`config.mk`:
```
export PLATFORM = sky130hd
export DESIGN_NAME = source_tokenizer
export DESIGN_NICKNAME = d
export VERILOG_FILES = /design/src/rtl/stok_pkg.sv /design/src/rtl/source_tokenizer.sv
export SDC_FILE = /design/constraint.sdc
export NUM_CORES = 1
export LEC_CHECK = 0
export BUFFER_PORTS_ARGS = -buffer_cell sky130_fd_sc_hd__buf_2
export CAP_MARGIN = 20
export CORE_UTILIZATION = 40
export CTS_CLUSTER_DIAMETER = 120
export DETAILED_ROUTE_END_ITERATION = 8
export PLACE_DENSITY = 0.55
export SLEW_MARGIN = 20
export SYNTH_ARGS = -nofsm -noshare
export SYNTH_HDL_FRONTEND = slang
export SYNTH_SLANG_ARGS = --single-unit
```
`constraint.sdc`:
```
create_clock -name clk -period 4.52 [get_ports clk]
set_input_delay 0.452 -clock clk [delete_from_list [all_inputs] [get_ports clk]]
set_output_delay 0.452 -clock clk [all_outputs]
set_load 0.05 [all_outputs]
```
`src/rtl/stok_pkg.sv`:
```
// Shared types, token codes and character constants for the source tokenizer.
`default_nettype none

package stok_pkg;

	typedef struct packed {
		logic [7:0] ch;
		logic       at_end;
	} src_item_t;

	typedef struct packed {
		logic [5:0]  token_kind;
		logic [2:0]  error_kind;
		logic [19:0] line;
		logic [23:0] start_offset;
		logic [7:0]  lexeme_length;
		logic        last;
	} tok_item_t;

	typedef enum logic [2:0] {
		M_IDLE,
		M_SLASH,
		M_COMMENT,
		M_OP,
		M_IDENT,
		M_NUMBER,
		M_ZERO
	} mode_t;

	// token kinds
	localparam logic [5:0] TK_END      = 6'd0;
	localparam logic [5:0] TK_LPAREN   = 6'd1;
	localparam logic [5:0] TK_RPAREN   = 6'd2;
	localparam logic [5:0] TK_LBRACK   = 6'd3;
	localparam logic [5:0] TK_RBRACK   = 6'd4;
	localparam logic [5:0] TK_LBRACE   = 6'd5;
	localparam logic [5:0] TK_RBRACE   = 6'd6;
	localparam logic [5:0] TK_BANG     = 6'd7;
	localparam logic [5:0] TK_COLON    = 6'd8;
	localparam logic [5:0] TK_DOT      = 6'd9;
	localparam logic [5:0] TK_COMMA    = 6'd10;
	localparam logic [5:0] TK_SEMI     = 6'd11;
	localparam logic [5:0] TK_PLUS     = 6'd12;
	localparam logic [5:0] TK_MINUS    = 6'd15;
	localparam logic [5:0] TK_STAR     = 6'd18;
	localparam logic [5:0] TK_SLASH    = 6'd20;
	localparam logic [5:0] TK_SLASH_EQ = 6'd21;
	localparam logic [5:0] TK_PERCENT  = 6'd22;
	localparam logic [5:0] TK_LT       = 6'd24;
	localparam logic [5:0] TK_GT       = 6'd26;
	localparam logic [5:0] TK_ASSIGN   = 6'd28;
	localparam logic [5:0] TK_DEF      = 6'd30;
	localparam logic [5:0] TK_LET      = 6'd31;
	localparam logic [5:0] TK_IF       = 6'd32;
	localparam logic [5:0] TK_THEN     = 6'd33;
	localparam logic [5:0] TK_ELSE     = 6'd34;
	localparam logic [5:0] TK_AND      = 6'd35;
	localparam logic [5:0] TK_OR       = 6'd36;
	localparam logic [5:0] TK_IDENT    = 6'd37;
	localparam logic [5:0] TK_NUMBER   = 6'd38;
	localparam logic [5:0] TK_ERROR    = 6'd39;

	// offsets from an operator's base kind
	localparam logic [5:0] OP_EQ_STEP  = 6'd1;
	localparam logic [5:0] OP_DBL_STEP = 6'd2;

	// error kinds
	localparam logic [2:0] ERR_NONE     = 3'd0;
	localparam logic [2:0] ERR_INVALID  = 3'd1;
	localparam logic [2:0] ERR_DOT      = 3'd2;
	localparam logic [2:0] ERR_LETTER   = 3'd3;
	localparam logic [2:0] ERR_TOO_LONG = 3'd4;

	// characters
	localparam logic [7:0] CH_NL      = 8'h0A;
	localparam logic [7:0] CH_PERCENT = 8'h25;
	localparam logic [7:0] CH_STAR    = 8'h2A;
	localparam logic [7:0] CH_PLUS    = 8'h2B;
	localparam logic [7:0] CH_MINUS   = 8'h2D;
	localparam logic [7:0] CH_DOT     = 8'h2E;
	localparam logic [7:0] CH_SLASH   = 8'h2F;
	localparam logic [7:0] CH_ZERO    = 8'h30;
	localparam logic [7:0] CH_LT      = 8'h3C;
	localparam logic [7:0] CH_EQ      = 8'h3D;
	localparam logic [7:0] CH_GT      = 8'h3E;

	// keyword spellings, packed as the first bytes of an identifier
	localparam logic [31:0] KW_DEF  = 32'h0064_6566;
	localparam logic [31:0] KW_LET  = 32'h006C_6574;
	localparam logic [31:0] KW_AND  = 32'h0061_6E64;
	localparam logic [31:0] KW_IF   = 32'h0000_6966;
	localparam logic [31:0] KW_OR   = 32'h0000_6F72;
	localparam logic [31:0] KW_THEN = 32'h7468_656E;
	localparam logic [31:0] KW_ELSE = 32'h656C_7365;

	localparam logic [19:0] LINE_OUT_MAX = 20'hFFFFF;
	localparam logic [7:0]  LEN_OUT_MAX  = 8'hFF;

	// result queue
	localparam int QDEPTH    = 4;
	localparam int QPTR_BITS = 2;
	localparam int QCNT_BITS = 3;

	function automatic logic [5:0] punct_kind(input logic [7:0] c);
		logic [5:0] k;
		case (c)
			8'h28:   k = TK_LPAREN;
			8'h29:   k = TK_RPAREN;
			8'h5B:   k = TK_LBRACK;
			8'h5D:   k = TK_RBRACK;
			8'h7B:   k = TK_LBRACE;
			8'h7D:   k = TK_RBRACE;
			8'h21:   k = TK_BANG;
			8'h3A:   k = TK_COLON;
			8'h2E:   k = TK_DOT;
			8'h2C:   k = TK_COMMA;
			8'h3B:   k = TK_SEMI;
			default: k = TK_END;
		endcase
		return k;
	endfunction

	function automatic logic [5:0] op_base(input logic [7:0] c);
		logic [5:0] k;
		case (c)
			CH_PLUS:    k = TK_PLUS;
			CH_MINUS:   k = TK_MINUS;
			CH_STAR:    k = TK_STAR;
			CH_PERCENT: k = TK_PERCENT;
			CH_LT:      k = TK_LT;
			CH_GT:      k = TK_GT;
			default:    k = TK_ASSIGN;
		endcase
		return k;
	endfunction

endpackage

`default_nettype wire

```
`src/rtl/source_tokenizer.sv`:
```
// Streaming source tokenizer: one byte in per transfer, tokens out through a short queue.
`default_nettype none

// Takes one source byte (or an end mark) per transfer and reports tokens by kind, error kind,
// line, start offset and length. Every byte is handled in the cycle it is accepted, so a byte
// can be taken every cycle while src_stall is low; a byte yields zero, one or two tokens.
// Tokens leave through a four-entry queue at one per cycle while tok_stall is low, and
// src_stall rises whenever fewer than two entries are free. Bytes that each yield two tokens
// (a token closed by punctuation or an invalid byte) therefore slow the input to the pace
// of the output's one token per cycle. After reset no clearing is needed. An end mark flushes
// any pending token, emits the end token and returns the line and offset counters to 1 and 0.
module source_tokenizer #(
	parameter int LENGTH_MAX  = 255,
	parameter int OFFSET_BITS = 24,
	parameter int LINE_BITS   = 20
) (
	input  wire logic                 clk,
	input  wire logic                 arst_n,
	input  wire logic                 src_valid,
	output logic                      src_stall,
	input  wire stok_pkg::src_item_t  src_item,
	output logic                      tok_valid,
	input  wire logic                 tok_stall,
	output stok_pkg::tok_item_t       tok_item
);
	import stok_pkg::*;

	localparam int RUN_BITS = $clog2(LENGTH_MAX + 2);
	localparam logic [RUN_BITS-1:0]  LEN_LIM  = RUN_BITS'(LENGTH_MAX);
	localparam logic [LINE_BITS-1:0] LINE_SAT = {LINE_BITS{1'b1}};

	// scanner state
	mode_t                  mode_q, mode_d;
	logic [7:0]             pend_q, pend_d;
	logic                   dot_q, dot_d;
	logic [RUN_BITS-1:0]    run_q, run_d;
	logic [31:0]            kw_q, kw_d;
	logic [OFFSET_BITS-1:0] tstart_q, tstart_d;
	logic [OFFSET_BITS-1:0] off_q, off_d;
	logic [LINE_BITS-1:0]   line_q, line_d;

	// result queue
	tok_item_t              fifo_q [QDEPTH];
	logic [QPTR_BITS-1:0]   wr_ptr_q, rd_ptr_q;
	logic [QCNT_BITS-1:0]   cnt_q;

	logic                   src_acc, tok_acc;
	logic [7:0]             c;
	logic                   c_alpha, c_digit, c_space, c_op;
	logic [5:0]             c_punct;
	logic [32:0]            line_wide, run_wide;
	logic [19:0]            line_out;
	logic [7:0]             run_out;
	logic                   too_long;
	logic [5:0]             id_kind;
	tok_item_t              ident_tok, num_end_tok, num_term_tok;
	tok_item_t              tok_a, tok_b, push0, push1;
	logic                   va, vb, do_idle;
	logic [1:0]             n_push;

	function automatic tok_item_t mk_tok(input logic [5:0] k, input logic [2:0] e,
			input logic [OFFSET_BITS-1:0] st, input logic [7:0] len, input logic [19:0] ln);
		tok_item_t   t;
		logic [32:0] sw;
		sw              = 33'(st);
		t.token_kind    = k;
		t.error_kind    = e;
		t.line          = ln;
		t.start_offset  = sw[23:0];
		t.lexeme_length = len;
		t.last          = 1'b0;
		return t;
	endfunction

	assign src_acc   = src_valid && !src_stall;
	assign tok_valid = (cnt_q != '0);
	assign tok_acc   = tok_valid && !tok_stall;
	assign src_stall = (cnt_q > QCNT_BITS'(QDEPTH - 2));
	assign tok_item  = fifo_q[rd_ptr_q];

	assign c       = src_item.ch;
	assign c_alpha = (c inside {[8'h61:8'h7A], [8'h41:8'h5A]});
	assign c_digit = (c inside {[8'h30:8'h39]});
	assign c_space = (c == 8'h20) || (c inside {[8'h09:8'h0D]});
	assign c_op    = (c inside {CH_PLUS, CH_MINUS, CH_STAR, CH_PERCENT, CH_LT, CH_GT, CH_EQ});
	assign c_punct = punct_kind(c);

	assign line_wide = 33'(line_q);
	assign line_out  = (line_wide > 33'(LINE_OUT_MAX)) ? LINE_OUT_MAX : line_wide[19:0];
	assign run_wide  = 33'(run_q);
	assign run_out   = (run_wide > 33'(LEN_OUT_MAX)) ? LEN_OUT_MAX : run_wide[7:0];
	assign too_long  = (run_q > LEN_LIM);

	always_comb begin
		id_kind = TK_IDENT;
		if (run_wide == 33'd3) begin
			if (kw_q == KW_DEF)      id_kind = TK_DEF;
			else if (kw_q == KW_LET) id_kind = TK_LET;
			else if (kw_q == KW_AND) id_kind = TK_AND;
		end else if (run_wide == 33'd2) begin
			if (kw_q == KW_IF)       id_kind = TK_IF;
			else if (kw_q == KW_OR)  id_kind = TK_OR;
		end else if (run_wide == 33'd4) begin
			if (kw_q == KW_THEN)      id_kind = TK_THEN;
			else if (kw_q == KW_ELSE) id_kind = TK_ELSE;
		end
	end

	always_comb begin
		if (too_long) begin
			ident_tok    = mk_tok(TK_ERROR, ERR_TOO_LONG, tstart_q, run_out, line_out);
			num_end_tok  = ident_tok;
			num_term_tok = ident_tok;
		end else begin
			ident_tok   = mk_tok(id_kind, ERR_NONE, tstart_q, run_out, line_out);
			num_end_tok = mk_tok(TK_NUMBER, ERR_NONE, tstart_q, run_out, line_out);
			// terminating byte decides between a clean number and an error
			if (c == CH_DOT && dot_q)
				num_term_tok = mk_tok(TK_ERROR, ERR_DOT, tstart_q, run_out, line_out);
			else if (c_alpha)
				num_term_tok = mk_tok(TK_ERROR, ERR_LETTER, tstart_q, run_out, line_out);
			else
				num_term_tok = num_end_tok;
		end
	end

	always_comb begin
		mode_d   = mode_q;
		pend_d   = pend_q;
		dot_d    = dot_q;
		run_d    = run_q;
		kw_d     = kw_q;
		tstart_d = tstart_q;
		off_d    = off_q;
		line_d   = line_q;
		va       = 1'b0;
		vb       = 1'b0;
		do_idle  = 1'b0;
		tok_a    = mk_tok(TK_END, ERR_NONE, tstart_q, 8'd0, line_out);
		tok_b    = mk_tok(TK_END, ERR_NONE, off_q, 8'd0, line_out);

		if (src_item.at_end) begin
			unique case (mode_q)
				M_SLASH: begin
					va    = 1'b1;
					tok_a = mk_tok(TK_SLASH, ERR_NONE, tstart_q, 8'd1, line_out);
				end
				M_OP: begin
					va    = 1'b1;
					tok_a = mk_tok(op_base(pend_q), ERR_NONE, tstart_q, 8'd1, line_out);
				end
				M_IDENT: begin
					va    = 1'b1;
					tok_a = ident_tok;
				end
				M_NUMBER, M_ZERO: begin
					va    = 1'b1;
					tok_a = num_end_tok;
				end
				default: ;
			endcase
			vb       = 1'b1;
			mode_d   = M_IDLE;
			pend_d   = '0;
			dot_d    = 1'b0;
			run_d    = '0;
			kw_d     = '0;
			tstart_d = '0;
			off_d    = '0;
			line_d   = LINE_BITS'(1);
		end else begin
			unique case (mode_q)
				M_SLASH: begin
					if (c == CH_SLASH) begin
						mode_d = M_COMMENT;
					end else if (c == CH_EQ) begin
						va     = 1'b1;
						tok_a  = mk_tok(TK_SLASH_EQ, ERR_NONE, tstart_q, 8'd2, line_out);
						mode_d = M_IDLE;
					end else begin
						va      = 1'b1;
						tok_a   = mk_tok(TK_SLASH, ERR_NONE, tstart_q, 8'd1, line_out);
						do_idle = 1'b1;
					end
				end
				M_COMMENT: begin
					do_idle = (c == CH_NL);
				end
				M_OP: begin
					va = 1'b1;
					if (c == CH_EQ) begin
						tok_a  = mk_tok(op_base(pend_q) + OP_EQ_STEP, ERR_NONE, tstart_q, 8'd2,
							line_out);
						mode_d = M_IDLE;
					end else if (c == pend_q && (c == CH_PLUS || c == CH_MINUS)) begin
						tok_a  = mk_tok(op_base(pend_q) + OP_DBL_STEP, ERR_NONE, tstart_q, 8'd2,
							line_out);
						mode_d = M_IDLE;
					end else begin
						tok_a   = mk_tok(op_base(pend_q), ERR_NONE, tstart_q, 8'd1, line_out);
						do_idle = 1'b1;
					end
				end
				M_IDENT: begin
					if (c_alpha || c_digit) begin
						if (run_wide < 33'd4)
							kw_d = {kw_q[23:0], c};
						if (!too_long)
							run_d = run_q + 1'b1;
					end else begin
						va      = 1'b1;
						tok_a   = ident_tok;
						do_idle = 1'b1;
					end
				end
				M_NUMBER, M_ZERO: begin
					if (mode_q == M_ZERO && c_digit) begin
						// leading zero: the zero alone is an error, the digit starts afresh
						va      = 1'b1;
						tok_a   = mk_tok(TK_ERROR, ERR_INVALID, tstart_q, 8'd1, line_out);
						do_idle = 1'b1;
					end else if (c_digit || (c == CH_DOT && !dot_q)) begin
						if (c == CH_DOT)
							dot_d = 1'b1;
						if (!too_long)
							run_d = run_q + 1'b1;
						mode_d = M_NUMBER;
					end else begin
						va      = 1'b1;
						tok_a   = num_term_tok;
						do_idle = 1'b1;
					end
				end
				default: do_idle = 1'b1;
			endcase

			if (do_idle) begin
				mode_d = M_IDLE;
				if (c_space) begin
					if (c == CH_NL && line_q < LINE_SAT)
						line_d = line_q + 1'b1;
				end else if (c_punct != TK_END) begin
					vb    = 1'b1;
					tok_b = mk_tok(c_punct, ERR_NONE, off_q, 8'd1, line_out);
				end else begin
					tstart_d = off_q;
					if (c == CH_SLASH) begin
						mode_d = M_SLASH;
					end else if (c_op) begin
						mode_d = M_OP;
						pend_d = c;
					end else if (c_alpha) begin
						mode_d = M_IDENT;
						run_d  = RUN_BITS'(1);
						kw_d   = 32'(c);
					end else if (c_digit) begin
						mode_d = (c == CH_ZERO) ? M_ZERO : M_NUMBER;
						run_d  = RUN_BITS'(1);
						dot_d  = 1'b0;
					end else begin
						vb    = 1'b1;
						tok_b = mk_tok(TK_ERROR, ERR_INVALID, off_q, 8'd1, line_out);
					end
				end
			end
			off_d = off_q + 1'b1;
		end
	end

	// pack the tokens of this byte into queue order and flag the final one
	always_comb begin
		push0  = va ? tok_a : tok_b;
		push1  = tok_b;
		n_push = {1'b0, va} + {1'b0, vb};
		if (n_push == 2'd2)
			push1.last = 1'b1;
		else
			push0.last = 1'b1;
	end

	always_ff @(posedge clk or negedge arst_n) begin
		if (!arst_n) begin
			mode_q   <= M_IDLE;
			pend_q   <= '0;
			dot_q    <= 1'b0;
			run_q    <= '0;
			kw_q     <= '0;
			tstart_q <= '0;
			off_q    <= '0;
			line_q   <= LINE_BITS'(1);
		end else if (src_acc) begin
			mode_q   <= mode_d;
			pend_q   <= pend_d;
			dot_q    <= dot_d;
			run_q    <= run_d;
			kw_q     <= kw_d;
			tstart_q <= tstart_d;
			off_q    <= off_d;
			line_q   <= line_d;
		end
	end

	always_ff @(posedge clk or negedge arst_n) begin
		if (!arst_n) begin
			wr_ptr_q <= '0;
			rd_ptr_q <= '0;
			cnt_q    <= '0;
		end else begin
			if (src_acc)
				wr_ptr_q <= wr_ptr_q + QPTR_BITS'(n_push);
			if (tok_acc)
				rd_ptr_q <= rd_ptr_q + 1'b1;
			cnt_q <= cnt_q + QCNT_BITS'(src_acc ? n_push : 2'd0) - QCNT_BITS'(tok_acc);
		end
	end

	always_ff @(posedge clk) begin
		if (src_acc && n_push != 2'd0) begin
			fifo_q[wr_ptr_q] <= push0;
			if (n_push == 2'd2)
				fifo_q[wr_ptr_q + 1'b1] <= push1;
		end
	end

	assert property (@(posedge clk) disable iff (!arst_n) cnt_q <= QCNT_BITS'(QDEPTH))
		else $error("result queue overfilled");

	assert property (@(posedge clk) disable iff (!arst_n)
		src_acc && src_item.at_end |=> mode_q == M_IDLE && off_q == '0 && line_q == LINE_BITS'(1))
		else $error("end mark did not restart the scanner");

	assert property (@(posedge clk) disable iff (!arst_n)
		tok_valid && tok_item.token_kind == TK_END |-> tok_item.last)
		else $error("end token not flagged last");

	assert property (@(posedge clk) disable iff (!arst_n)
		tok_valid |-> ((tok_item.token_kind == TK_ERROR) == (tok_item.error_kind != ERR_NONE)))
		else $error("error kind disagrees with token kind");

endmodule

`default_nettype wire

```
; ---- Word level (Yosys, flattened, before mapping)
; Memory sizes are Yosys's and may differ from the RTL's.
; Index checks and enable logic that the tools add are counted.
[classes]
addsub = 11
magnitude_cmp = 14
eq_ne = 53
n_mux = 140
reduce_logical = 35
[op_table]
columns = cell, n
row1 = 62-bit two-way mux, 16
row2 = 62-bit one-hot mux with 4 select lines, 2
row3 = 32-bit two-way mux, 10
row4 = 57-bit two-way mux, 5
row5 = "8-bit by 6-bit == test with 1-bit output, second input constant", 23
row6 = 24-bit two-way mux, 5
row7 = 9-bit two-way mux, 12
row8 = 20-bit two-way mux, 5
row9 = "32-bit by 23-bit == test with 1-bit output, second input constant", 3
row10 = 6-bit two-way mux, 11
row11 = "32-bit by 15-bit == test with 1-bit output, second input constant", 2
row12 = "32-bit by 31-bit == test with 1-bit output, second input constant", 2
row13 = 61-bit two-way mux, 1
row14 = 3-bit two-way mux, 19
row15 = 8-bit two-way mux, 7
row16 = 4-bit one-hot mux with 11 select lines, 1
row17 = 1-bit two-way mux, 39
row18 = "8-bit by 7-bit == test with 1-bit output, second input constant", 4
row19 = 5-bit one-hot mux with 6 select lines, 1
row20 = "24-bit by 1-bit adder with 24-bit output, second input constant", 1
row21 = "20-bit by 1-bit adder with 20-bit output, second input constant", 1
row22 = "20-bit greater-than comparator, second input constant", 1
row23 = "20-bit less-than comparator, second input constant", 1
row24 = "9-bit by 2-bit == test with 1-bit output, second input constant", 2
row25 = 44 further kinds, 79
[totals]
ff_bits = 128
ramBits = 248
in_bits = 13
n_memories = 1
[memory_table]
columns = name, depth, word_bits, read_ports, rd_ports_with_merged_regs, write_ports, line
row1 = fifo_q, 4, 62, 1, 0, 2, source_tokenizer.sv:43  ; tok_item_t fifo_q [QDEPTH];

; ---- Longest topological paths before layout
[depth]
depth_word = 15
mapped_depth = 18

; ---- Worst setup path before layout
; OpenSTA, ideal clock, no wires.
[synth_timing]
path_type = input-to-reg
startpoint = input port src_item[8] in the netlist's numbering
endpoint = memory fifo_q[0][0] in the netlist's numbering (enable)
arrival_ns = 4.749
slack_ns = -0.662
path_stages = 16
path_buffers = 2
cell_sequence = buf_2 -> or4_1 -> o31ai_1 -> a21oi_1 -> and4_1 -> a21oi_2 -> nand2_1 -> nand2_1 -> inv_1 -> ha_1 -> nor2_1 -> and3_1 -> and2_1 -> nor2_1 -> inv_1 -> clkbuf_1
[synth_rtl]
columns = element, line
row1 = "start, declared", source_tokenizer.sv:21  ; input wire stok_pkg::src_item_t src_item,
row2 = "end, declared", source_tokenizer.sv:43

==> impl_metrics.env <==
export IMPL_status="finished, final reports clean"
export IMPL_synth_top_area_share_pct=33.4
export IMPL_finalHoldViolations=0
export IMPL_hp_class="in2reg"
export IMPL_max_clock_freq_ghz=0.249
export IMPL_p_per_area_nw_per_um2=578
export IMPL_io_pin_count=77
export IMPL_fin_setup_tns_ns=0
export IMPL_hold_path_cell_count=3
export IMPL_start_util_pct=40.9
export IMPL_swShare_pct=39.3
export IMPL_synth_edf_count=208
export IMPL_setup_viol=0
export IMPL_hpwl_um=33900
export IMPL_routed_wl_um=52000
export IMPL_max_slew_margin_pct=31.5
export IMPL_async_flop_share_pct=34.0
export IMPL_combPwrFrac_pct=34.8
export IMPL_grtUsageMet3_pct=2.66
export IMPL_die_w_um=218
export IMPL_dr_pass1_iters=7
export IMPL_clock_latency_ns=0.58
export IMPL_vias_per_cell=5.85
export IMPL_required_ns=4.96
export IMPL_place_gp_congestion=0.922
export IMPL_grt_first_pass_wirelength_um=81100
export IMPL_grt_pass1_vias=13400
export IMPL_gr_total_overflow=0
export IMPL_start_kind="flip-flop"
export IMPL_cp_max_fo=17
export IMPL_antenna_found_initial=0
export IMPL_tightest_slew_ns=1.03
export IMPL_p_int_mw=7.46
export IMPL_die_h_um=218
export IMPL_synth_top_area_cell="edfxtp_1"
export IMPL_ys_flop_type="edfxtp_1"
export IMPL_area_growth_pct=13.7
export IMPL_netlist_area_um2=18700
export IMPL_slew_violations=0
export IMPL_antennaDiodeCount=0
export IMPL_drt_iter0_drc=962
export IMPL_reg2reg_from="mode_q[1]"
export IMPL_ant_nets=0
export IMPL_fin_cells=2273
export IMPL_hold_buffers=1
export IMPL_grt_max_degree=53
export IMPL_syn_inst=1585
export IMPL_cts_tree="yes"
export IMPL_synth_nets=1615
export IMPL_synthDistinctLibCells=91
export IMPL_rows=78
export IMPL_final_cell_area_um2=21300
export IMPL_worstRegToRegCells=15
export IMPL_rsz0062_at_grt="false"
export IMPL_arrival_ns=4.46
export IMPL_switching_power_mw=4.83
export IMPL_port_buffers=76
export IMPL_synth_avg_cell_area_um2=11.8
export IMPL_grt_busiest_layer="met2"
export IMPL_drc=0
export IMPL_synth_area_leaders="edfxtp_1, dfrtp_1, mux4_2, a22o_1, dfxtp_1"
export IMPL_dpl_cell_area_um2=19900
export IMPL_layout_cells_most_common_list="edfxtp_1, a22o_1, nand2_1"
export IMPL_final_common_cell="edfxtp_1"
export IMPL_layout_min_cycle_time_ns=4.02
export IMPL_regToRegEndpoint="fifo_q[2][27]"
export IMPL_max_cap_viol_count=0
export IMPL_power_frac_clock_pct=27.8
export IMPL_total_power_mw=12.3
export IMPL_cts_max_path_buffers=3
export IMPL_ys_seq_area_share_pct=54.8
export IMPL_ctsResizeCount=0
export IMPL_ir_drop_uv=513
export IMPL_cts_made_buffers=42
export IMPL_detailroute_via_count=13300
export IMPL_grt_total_usage_pct=22.3
export IMPL_root_buffer="clkbuf_16"
export IMPL_yosysWarnings=0
export IMPL_post_cts_buffers=0
export IMPL_met2_usage_pct=35.9
export IMPL_htree_num_levels=2
export IMPL_drive_gt1_share_pct=18.4
export IMPL_hold_end="rd_ptr_q[0]"
export IMPL_groute_layer_met1_usage_pct=31.4
export IMPL_clk_pin_slew_ns=0.06
export IMPL_critPathCaptureType="flip-flop"
export IMPL_r2r_slack_ns=0.50
export IMPL_hp_start="tok_stall"
export IMPL_static_leakage_power_nw=7.69
export IMPL_wl_per_cell_um=22.9
export IMPL_sequentialPowerShare_pct=37.4
export IMPL_ys_ff_latch=376
export IMPL_finClkSkew_ns=0.0215
export IMPL_die_area_um2=47700
export IMPL_clock_sinks=376
export IMPL_core_um2=45800
export IMPL_path_class="reg2reg"
export IMPL_nets=1669
export IMPL_place_inst=2194
export IMPL_finalCritPeriodShare_pct=88.9
synth_stat cells (9+ instances only):
| cell type | instances |
|---|---|
| a211oi_1 | 9 |
| a21oi_1 | 33 |
| a22o_1 | 146 |
| and2_1 | 27 |
| and3_1 | 13 |
| and4_1 | 9 |
| buf_1 | 15 |
| buf_2 | 24 |
| buf_4 | 10 |
| clkbuf_1 | 68 |
| dfrtp_1 | 127 |
| dfxtp_1 | 40 |
| edfxtp_1 | 208 |
| ha_1 | 16 |
| inv_1 | 33 |
| mux4_2 | 62 |
| nand2_1 | 142 |
| nand3_1 | 50 |
| nand4_1 | 20 |
| nor2_1 | 105 |
| nor2b_1 | 53 |
| nor3_1 | 24 |
| nor4_1 | 17 |
| o21ai_0 | 68 |
| o21ai_1 | 27 |
| o22ai_1 | 18 |
| or3_1 | 11 |
| xnor2_1 | 18 |
| xor2_1 | 31 |
power by group through the flow:
stage               Clock [mW]  Sequential [mW]  Combinational (mW)
global route              3.63             4.67                4.54
finish                    3.42             4.60                4.28
floorplan                    0             4.32                3.32
detailed placement           0             4.67                4.33
CTS                       3.50             4.61                4.34
global placement             0             4.65                4.30
state kept, by name, indices dropped and copies added, names as in the netlist:
signal	cells
tstart_q	24
fifo_q	248
mode_q	3
kw_q	32
rd_ptr_q	2
cnt_q	3
off_q	24
wr_ptr_q	2
pend_q	8
line_q	20
run_q	9
dot_q	1
final cells by class:
| class | count | area [um2] |
|---|---|---|
| clock buffer | 64 | 1210 |
| clock inverter | 14 | 164 |
| fill | 4207 | 24500 |
| inverter | 39 | 158 |
| multi-input combinational | 1052 | 7830 |
| sequential | 376 | 10300 |
| tap | 600 | 751 |
| timing repair buffer | 128 | 905 |
worst max-delay path, cell delays in order, from the launching register on:
cell,delay [ns]
dfrtp_1,0.67
xor2_1,0.26
o211ai_1,0.19
or2_1,0.34
and4_1,0.23
a21oi_2,0.22
nand2_1,0.07
nand2_1,0.12
inv_1,0.06
ha_1,0.21
nor3_1,0.40
and2_1,0.28
nand2_1,0.13
o21ai_2,0.25
buf_12,0.25
a22o_1,0.16
per-stage QoR:
stage / util, % / hold WS (ns) / setup WS, ns
6_report: 46.5 / 0.235 / 0.501
5_1_grt: 46.5 / 0.246 / 0.115
4_1_cts: 46.5 / 0.205 / 0.591
3_5_place_dp: 43.4 / 0.421 / 0.327
3_3_place_gp: 43.4 / 0.412 / 0.348
2_1_floorplan: - / 0.156 / 0.119
per-layer routing:
layer | share of wire, % | vias up | wire length (um)
met3 | 4.9 | 70 | 2540
met1 | 45 | 6751 | 23400
li1 | - | 6130 | -
met4 | 2.3 | 0 | 1220
met5 | 0 | - | 0
met2 | 48 | 348 | 24800
cell families after synthesis:
family                   Yosys count  share of synthesized area [%]
AND/OR/NAND/NOR                  531                           15.1
AO/OA/AOI/OAI                    388                           15.4
flip-flops                       376                           54.8
buffers and inverters            157                           3.52
multiplexers                      67                           7.73
XOR/XNOR                          49                           2.29
adder cells (fa/ha/maj)           17                           1.18
worst max path at each step:
| stage | startpoint | to | slack, ns | depth (start not counted) |
|---|---|---|---|---|
| 2_1_floorplan | src_item[8] | fifo_q[3][0] | 0.12 | 15 |
| 3_3_place_gp | src_item[3] | fifo_q[3][27] | 0.35 | 16 |
| 3_5_place_dp | src_item[8] | fifo_q[2][27] | 0.33 | 16 |
| 4_1_cts | mode_q[1] | fifo_q[2][20] | 0.59 | 15 |
| 5_1_grt | mode_q[1] | fifo_q[2][13] | 0.12 | 15 |
| 6_report | mode_q[1] | fifo_q[2][27] | 0.50 | 15 |
Note: power is estimated with default switching activity, not from simulation.
